### config.mk
export PLATFORM = sky130hd
export DESIGN_NAME = tld_cordic
export DESIGN_NICKNAME = d
export VERILOG_FILES = /design/src/design/tld_pkg.sv /design/src/design/tld_cordic.sv
export SDC_FILE = /design/constraint.sdc
export NUM_CORES = 1
export LEC_CHECK = 0
export BUFFER_PORTS_ARGS = -buffer_cell sky130_fd_sc_hd__buf_2
export CAP_MARGIN = 20
export CORE_UTILIZATION = 40
export CTS_CLUSTER_DIAMETER = 120
export DETAILED_ROUTE_END_ITERATION = 8
export HOLD_SLACK_MARGIN = 0.1
export SLEW_MARGIN = 20
export SYNTH_ARGS = -nofsm -noshare
export SYNTH_HDL_FRONTEND = slang
export SYNTH_SLANG_ARGS = --single-unit
### constraint.sdc
create_clock -name i_clk -period 8.4 [get_ports i_clk]
set_input_delay 0 -clock i_clk [delete_from_list [all_inputs] [get_ports i_clk]]
set_output_delay 0 -clock i_clk [all_outputs]
set_load 0.01 [all_outputs]
### src/design/tld_pkg.sv
// Shared types, constants and the arctangent table for the tilt level detector.
`timescale 1ns / 1ps
package tld_pkg;
    localparam int ANGLE_FRAC_BITS_DEF = 8;
    localparam int CORDIC_ITERATIONS_DEF = 16;
    localparam int TAB_DEPTH = 24;

    localparam logic [11:0] THRESHOLD_RST = 12'd256;
    localparam logic [14:0] MAX_ANGLE_RST = 15'd11520;
    localparam logic [15:0] MIN_MAG_RST = 16'd16;

    localparam logic [1:0] REG_THRESHOLD = 2'd0;
    localparam logic [1:0] REG_MAX_ANGLE = 2'd1;
    localparam logic [1:0] REG_MIN_MAG = 2'd2;

    localparam logic       REQ_MEASURE = 1'b0;
    localparam logic       REQ_CALIBRATE = 1'b1;

    localparam logic [1:0] EV_CHANGED = 2'd0;
    localparam logic [1:0] EV_LEVEL = 2'd1;
    localparam logic [1:0] EV_TILT = 2'd2;
    localparam logic [1:0] EV_CAL = 2'd3;

    // Square root operand: up to 35 bits of sum shifted left 16.
    localparam int SQ_W = 52;
    localparam int RT_W = 26;
    // CORDIC datapath width: y up to 2^23, x up to ~2^25, gain 1.65.
    localparam int CD_W = 28;
    localparam int Z_W = 24;

    typedef struct packed {
        logic [11:0] threshold;
        logic [14:0] max_angle;
        logic [15:0] min_mag;
    } t_cfg;

    typedef struct packed {
        logic        start;
        logic [SQ_W-1:0] operand;
    } t_sqrt_req;

    function automatic logic [Z_W-1:0] atan_entry(input logic [4:0] idx);
        logic [Z_W-1:0] v;
        case (idx)
            5'd0: v = 24'd2949120;  5'd1: v = 24'd1740967;
            5'd2: v = 24'd919879;   5'd3: v = 24'd466945;
            5'd4: v = 24'd234379;   5'd5: v = 24'd117304;
            5'd6: v = 24'd58666;    5'd7: v = 24'd29335;
            5'd8: v = 24'd14668;    5'd9: v = 24'd7334;
            5'd10: v = 24'd3667;    5'd11: v = 24'd1833;
            5'd12: v = 24'd917;     5'd13: v = 24'd458;
            5'd14: v = 24'd229;     5'd15: v = 24'd115;
            5'd16: v = 24'd57;      5'd17: v = 24'd29;
            5'd18: v = 24'd14;      5'd19: v = 24'd7;
            5'd20: v = 24'd4;       5'd21: v = 24'd2;
            5'd22: v = 24'd1;
            default: v = '0;
        endcase
        return v;
    endfunction
endpackage

### src/design/tld_cordic.sv
// Vectoring CORDIC arctangent, one micro-rotation per cycle.
`timescale 1ns / 1ps
module tld_cordic import tld_pkg::*; #(
    parameter int ANGLE_FRAC_BITS = ANGLE_FRAC_BITS_DEF,
    parameter int CORDIC_ITERATIONS = CORDIC_ITERATIONS_DEF
) (
    input  logic                   i_clk,
    input  logic                   i_rst_n,
    input  logic                   i_start,
    input  logic signed [CD_W-1:0] i_y,
    input  logic signed [CD_W-1:0] i_x,
    output logic                   o_done,
    output logic signed [15:0]     o_angle
);
    localparam int ITERS = (CORDIC_ITERATIONS < TAB_DEPTH) ? CORDIC_ITERATIONS : TAB_DEPTH;
    localparam int SHR = 16 - ANGLE_FRAC_BITS;

    logic signed [CD_W-1:0] r_x, r_y, n_x, n_y;
    logic signed [Z_W:0]    r_z, n_z;
    logic [4:0]             r_i, n_i;
    logic                   r_busy, n_busy;
    logic signed [CD_W-1:0] xs, ys;
    logic signed [Z_W:0]    a, zr;

    always_comb begin
        n_x = r_x; n_y = r_y; n_z = r_z; n_i = r_i; n_busy = r_busy;
        xs = r_x >>> r_i;
        ys = r_y >>> r_i;
        a = signed'({1'b0, atan_entry(r_i)});
        if (i_start) begin
            n_x = i_x; n_y = i_y; n_z = '0; n_i = '0; n_busy = 1'b1;
        end else if (r_busy) begin
            if (r_y < 0) begin
                n_x = r_x - ys; n_y = r_y + xs; n_z = r_z - a;
            end else begin
                n_x = r_x + ys; n_y = r_y - xs; n_z = r_z + a;
            end
            if (r_i == 5'(ITERS - 1)) n_busy = 1'b0;
            else n_i = r_i + 5'd1;
        end
    end

    always_ff @(posedge i_clk) begin
        r_x <= n_x; r_y <= n_y; r_z <= n_z; r_i <= n_i;
        if (!i_rst_n) r_busy <= 1'b0;
        else r_busy <= n_busy;
    end

    assign o_done = r_busy && (r_i == 5'(ITERS - 1));
    assign zr = n_z + (Z_W+1)'(1 << (SHR - 1));
    assign o_angle = 16'(zr >>> SHR);
endmodule

==> out/results.tsv, run 1 <==
metric	value	unit
status	completed	
Tcrit/Tclk final	85.11	%
Arr. time, crit path	7.30	ns
Syn Inst Count	1671	
Seq pwr share	16.9	%
Critical path buffers and inverters	2	
initial core utilization	40.94	%
Fin. Hold Viols	0	
Post-CTS Hold Buffers	57	
antenna viol nets, final	0	
Clock transition at path regs	0.09	ns
Worst setup EP type	flip-flop	
Net Sw Power	0.004001	W
Antenna diodes	0	
drt wl/cell	20.38	µm
die outline area	36290	µm²
clk_lat worst skew	0.39	ns
Total Neg Setup Slack	0	ns
Comb power frac	77.1	%
Final Power	0.007716	W
# DRC	0	
clk sinks	108	
vias in the first global route	12650	
GRT Resource Usage Total	24.96	%
TritonCTS clock tree	yes	
Root Driver	clkbuf_16	
Crit Path Max Fanout	57	
Ys Warns	0	
EDFF count, synth	56	
Post-Syn Nets	1829	
initial antenna violation count	1	
routed vias	13400	
drt pass-1 iters	6	
WP data required	8.55	ns
Syn Area/Cell	8.505	µm²
FMAX	139.9	MHz
dpl ws	1.321	ns
clock skew	0.01423	ns
Worst Path Class, Setup	flip-flop to flip-flop	
area grow syn2layout	9.949	%
GPL Wtd Cong	0.9578	
peak supply drop	247.7	µV
final setup fails	0	
first-pass GRT wire length	70500	µm
relative slew slack	42.37	%
I/O Buffers	75	
grt ovf	0	
Seq/Total Area, Yosys	19.16	%
hpwl dp	33780	µm
post-layout util	45.01	%
Slowest cell on crit path	dfxtp_4	
Yosys cell types	94	
Top delay family on crit path	simple AND/OR/NAND/NOR gates	
cts bufs inserted	9	
Post-synth ARST share	0	%
filler instances	3479	
io pins	76	
final net count	1895	
max-slew violations	0	
top-count cell post-synth	nand2_1	
setup bufs post-CTS	0	
Cell Int Power	0.003715	W
max_cap viols	0	
Hold Slack	0.1371	ns
Worst setup SP type	flip-flop	
Die X	190.5	µm
largest net degree at the start of global routing	73	
Area contributors post-synth	edfxtp_1 (12%), mux4_2 (10%), ha_1 (8.5%)	
Die Y	190.5	µm
post-CTS resize count	0	
Synth Flop Type	edfxtp_1	
Std-Cell Rows	68	
Mapped Area	14210	µm²
Starting DRT DRC Count	1343	
top post-synthesis cells by count	nand2_1 (168), nor2_1 (143), a21oi_1 (123)	
largest stage delay on the critical path	0.77	ns
Clk network pwr share	6.0	%
worst setup margin	1.251	ns
#FFs+latches synth	108	
sw frac	51.85	%
share of cells above drive strength 1	13.66	%
core area	34710	µm²
worst min path class	input port to flip-flop	
Synth area leader	edfxtp_1	
Clock Tree Buf Depth	2	
fin crit period	7.149	ns
htree depth	3	
critical path's most frequent cell	nor2_1	
area share of the largest cell type after synthesis	11.83	%
PwrDens	493.8	nW/µm²
unrepaired setup endpoints after global routing	false	
WL final	44770	µm
vias per cell	6.097	
leakage	6.309	nW
Worst Max-Slew Pin Slew	0.8427	ns
==> area by class of cell <==
| cell class | count | area, µm² | area share (%) |
|---|---|---|---|
| Timing Repair Buffer | 151 | 1091 | 6.983 |
| Clock buffer | 10 | 239.0 | 1.529 |
| Clock inverter | 6 | 62.56 | 0.4004 |
| Sequential cell | 108 | 2731 | 17.48 |
| Inverter | 57 | 214.0 | 1.369 |
| Multi-Input combinational cell | 1410 | 10720 | 68.59 |
| Tap cell | 455 | 569.3 | 3.643 |
==> power groups by stage <==
stage / combinational [W] / clock (W) / sequential (W)
after CTS: 0.00592 / 0.000483 / 0.00128
after global placement: 0.00580 / 0 / 0.00129
after global routing: 0.00661 / 0.000494 / 0.00133
final: 0.00595 / 0.000462 / 0.00131
after floorplan: 0.00468 / 0 / 0.00105
after detailed placement: 0.00585 / 0 / 0.00129
==> registers in the layout, summed over array words and instances (netlist names) <==
name    flops
r_y        28
r_z        24
r_x        28
a          22
r_i         5
r_busy      1
==> stage by stage <==
stage               instances  cell area (µm²)
finish                   2197            15630
global route             2197            15630
CTS                      2197            15620
detailed placement       2124            14750
global placement         2124            14750
floorplan                1671            14210
==> logic make-up (layout without fill, tap and decap cells) <==
| logic type | after synthesis | count (layout) | share of synthesized area (%) |
|---|---|---|---|
| AOI/OAI and AO/OA | 482 | 482 | 21.89 |
| xor gates and xnor gates | 131 | 131 | 8.267 |
| adders and majority gates | 99 | 99 | 8.875 |
| buffers and inverters | 153 | 224 | 5.441 |
| DFF | 108 | 108 | 19.16 |
| muxes | 154 | 154 | 17.70 |
| and+or+nand+nor | 544 | 544 | 18.67 |
==> cell usage in the layout (no fill, tap or decap), drive strengths merged, types with 17 or more instances in the layout <==
cell type / instances
a211oi: 20
nand2b: 17
inv: 61
o211ai: 18
nand3: 39
nor2: 144
mux2i: 50
mux4: 72
ha: 96
buf: 94
dfxtp: 52
o21a: 24
o21ai: 115
a31oi: 22
nand2: 168
xnor2: 79
edfxtp: 56
and3: 18
xor2: 50
dlygate4sd3: 57
a21o: 44
nor3: 47
a21oi: 123
mux2: 32
==> worst paths after layout <==
| path | startpoint | to | slack, ns | cells after the start |
|---|---|---|---|---|
| min | i_start | r_z[1] | 0.14 | 2 |
| max reg2reg | r_i[1] | r_x[27] | 1.25 | 25 |
| min reg2reg | r_z[2] | r_z[2] | 0.50 | 2 |
| max | r_i[1] | r_x[27] | 1.25 | 25 |
==> per-layer routing <==
| layer | track usage, % | vias up | wire, µm |
|---|---|---|---|
| met4 | 9.354 | 0 | 1460 |
| met5 | 0.2747 | - | 0 |
| met2 | 39.97 | 495 | 20640 |
| li1 | - | 6417 | - |
| met1 | 33.52 | 6397 | 19670 |
| met3 | 4.141 | 86 | 2995 |
No activity file was read; power rests on OpenSTA's default activity.
==> inputs of run 2 (changes only) <==
--- a/config.mk
+++ b/config.mk
@@ -8,7 +8,7 @@
 export BUFFER_PORTS_ARGS = -buffer_cell sky130_fd_sc_hd__buf_2
 export CAP_MARGIN = 20
 export CORE_UTILIZATION = 40
-export CTS_CLUSTER_DIAMETER = 120
+export CTS_CLUSTER_DIAMETER = 60
 export DETAILED_ROUTE_END_ITERATION = 8
 export HOLD_SLACK_MARGIN = 0.1
 export SLEW_MARGIN = 20
==> constraint.sdc (replaced) <==
create_clock -name i_clk -period 6.5 [get_ports i_clk]
set_input_delay 0 -clock i_clk [delete_from_list [all_inputs] [get_ports i_clk]]
set_output_delay 0 -clock i_clk [all_outputs]
set_load 0.01 [all_outputs]
==> out/results.tsv, run 2 (same netlist as run 1, synthesis figures left out) <==
metric	value	unit
WL final	47310	µm
setup slack, reg-to-reg	0.40	ns
vias in the first global route	12700	
I/O Buffers	75	
Hold Path Depth	2	
max-slew violations	0	
Slowest cell on crit path	mux4_2	
final instance area	16170	µm²
WP depth	25	
clock skew	0.01387	ns
drt pass-1 iters	7	
largest net degree at the start of global routing	69	
Crit Path Max Fanout	12	
final net count	1956	
commonest non-fill, non-tap cells in the layout	nand2_1 (168), nor2_1 (142), a21oi_1 (123)	
vias per cell	6.112	
initial antenna violation count	3	
sw frac	51.63	%
die outline area	36290	µm²
reg2reg path depth	25	
Fin. Hold Viols	0	
final setup fails	0	
relative slew slack	25.58	%
Tcrit/Tclk final	93.90	%
Largest regs	r_x (28), r_y (28), r_z (24)	
Seq pwr share	14.4	%
peak supply drop	314.9	µV
TritonCTS clock tree	yes	
htree depth	3	
routed vias	13800	
FF-to-FF End	r_y[27]	
Cell Int Power	0.005016	W
Clock transition at path regs	0.08	ns
largest stage delay on the critical path	0.58	ns
Net Sw Power	0.005355	W
hpwl dp	36170	µm
FF-to-FF Start	r_i[1]	
antenna viol nets, final	0	
Clk network pwr share	5.6	%
worst min path class	input port to flip-flop	
GRT Resource Usage Total	25.77	%
Critical path buffers and inverters	5	
HP Start	i_start	
initial core utilization	40.94	%
Worst setup SP type	flip-flop	
grt ovf	0	
clk sinks	108	
Antenna diodes	0	
PwrDens	641.4	nW/µm²
fin crit period	6.103	ns
Die X	190.5	µm
post-layout util	46.58	%
Worst setup EP type	flip-flop	
leakage	6.627	nW
commonest non-fill, non-tap cell in the layout	nand2_1	
Root Driver	clkbuf_16	
status	completed	
max_cap viols	0	
Die Y	190.5	µm
Std-Cell Rows	68	
GPL Wtd Cong	0.9374	
Post-DP Area	15140	µm²
Top delay family on crit path	compound AO/OA/AOI/OAI gates	
WP data required	6.74	ns
# DRC	0	
FMAX	163.8	MHz
cts bufs inserted	9	
first-pass GRT wire length	72450	µm
clk_lat worst skew	0.39	ns
Worst Max-Slew Pin Slew	1.112	ns
Arr. time, crit path	6.34	ns
drt wl/cell	20.95	µm
Hold Slack	0.1105	ns
core area	34710	µm²
Final Power	0.01037	W
Worst Path Class, Setup	flip-flop to flip-flop	
Comb power frac	80.0	%
io pins	76	
share of cells above drive strength 1	16.69	%
Hold EP	r_z[4]	
Clock Tree Buf Depth	2	
Critical path origin	r_i[1]	
critical path's most frequent cell	a21oi_1	
Starting DRT DRC Count	1635	
area grow syn2layout	13.78	%
-- run 2: changes by cell type in the layout (fill, tap and decap cells not counted), sizes merged --
cell / previous run / this run
buf: 94 / 154
clkbuf: 10 / 13
inv: 61 / 59
-- run 2: routing by layer --
layer  up-vias  part of all wire (%)  GRT usage (%)  routed length, µm
met1      6599                    43          34.70              20410
met5         -                     0              0                  0
met2       564                    47          41.48              22100
met3        85                   7.3          4.288               3471
met4         0                   2.8          9.077               1334
li1       6554                     -              -                  -
-- run 2: how the worst max path moves through the flow --
stage               to
2_1_floorplan  r_x[27]
3_3_place_gp   r_y[27]
3_5_place_dp   r_y[27]
4_1_cts        r_y[27]
5_1_grt        r_x[27]
6_report       r_y[27]
-- run 2: per-stage QoR --
step                      worst slack [ns]  instances  setup TNS (ns)
after floorplan                     0.6023       1671               0
after global placement              0.1272       2171               0
after detailed placement           0.01928       2171               0
after CTS                           0.1058       2244               0
after global routing              -0.02286       2258        -0.02286
final                               0.3967       2258               0
-- run 2: final cells by class --
type | count | area [µm²]
clock buffer | 12 | 246.5
clock inverter | 4 | 28.78
fill | 3441 | 18540
inverter | 57 | 214.0
multi-input combinational | 1410 | 10750
sequential | 108 | 2734
tap | 455 | 569.3
timing repair buffer | 212 | 1627
-- run 2: worst register-to-register path: cells and delay by family, from the launching register on --
| family | cells | cell delay [ns] |
|---|---|---|
| AND/OR/NAND/NOR | 3 | 0.52 |
| buffers and inverters | 5 | 0.73 |
| AO/OA/AOI/OAI | 10 | 2.07 |
| XOR/XNOR | 1 | 0.25 |
| flip-flops | 1 | 0.51 |
| adder cells (fa/ha/maj) | 2 | 0.54 |
| multiplexers | 4 | 1.35 |
-- run 2: what timing repair did --
| item | CTS | global route |
|---|---|---|
| cloned | 0 | 1 |
| setup buffers | 0 | 13 |
| hold buffers | 57 | 0 |
| endpoints found under the setup margin | 1 | 6 |
| endpoints found under the hold margin | 57 | 0 |
| pin swaps | 0 | 2 |
| gates resized for setup | 1 | 11 |
-- run 2: power by group through the flow --
stage	Clock, W	Combinational [W]	Sequential [W]
after global routing	0.000606	0.00912	0.00152
after global placement	0	0.00795	0.00152
after floorplan	0	0.00605	0.00136
after CTS	0.000592	0.00811	0.00150
final	0.000576	0.00830	0.00150
after detailed placement	0	0.00802	0.00152
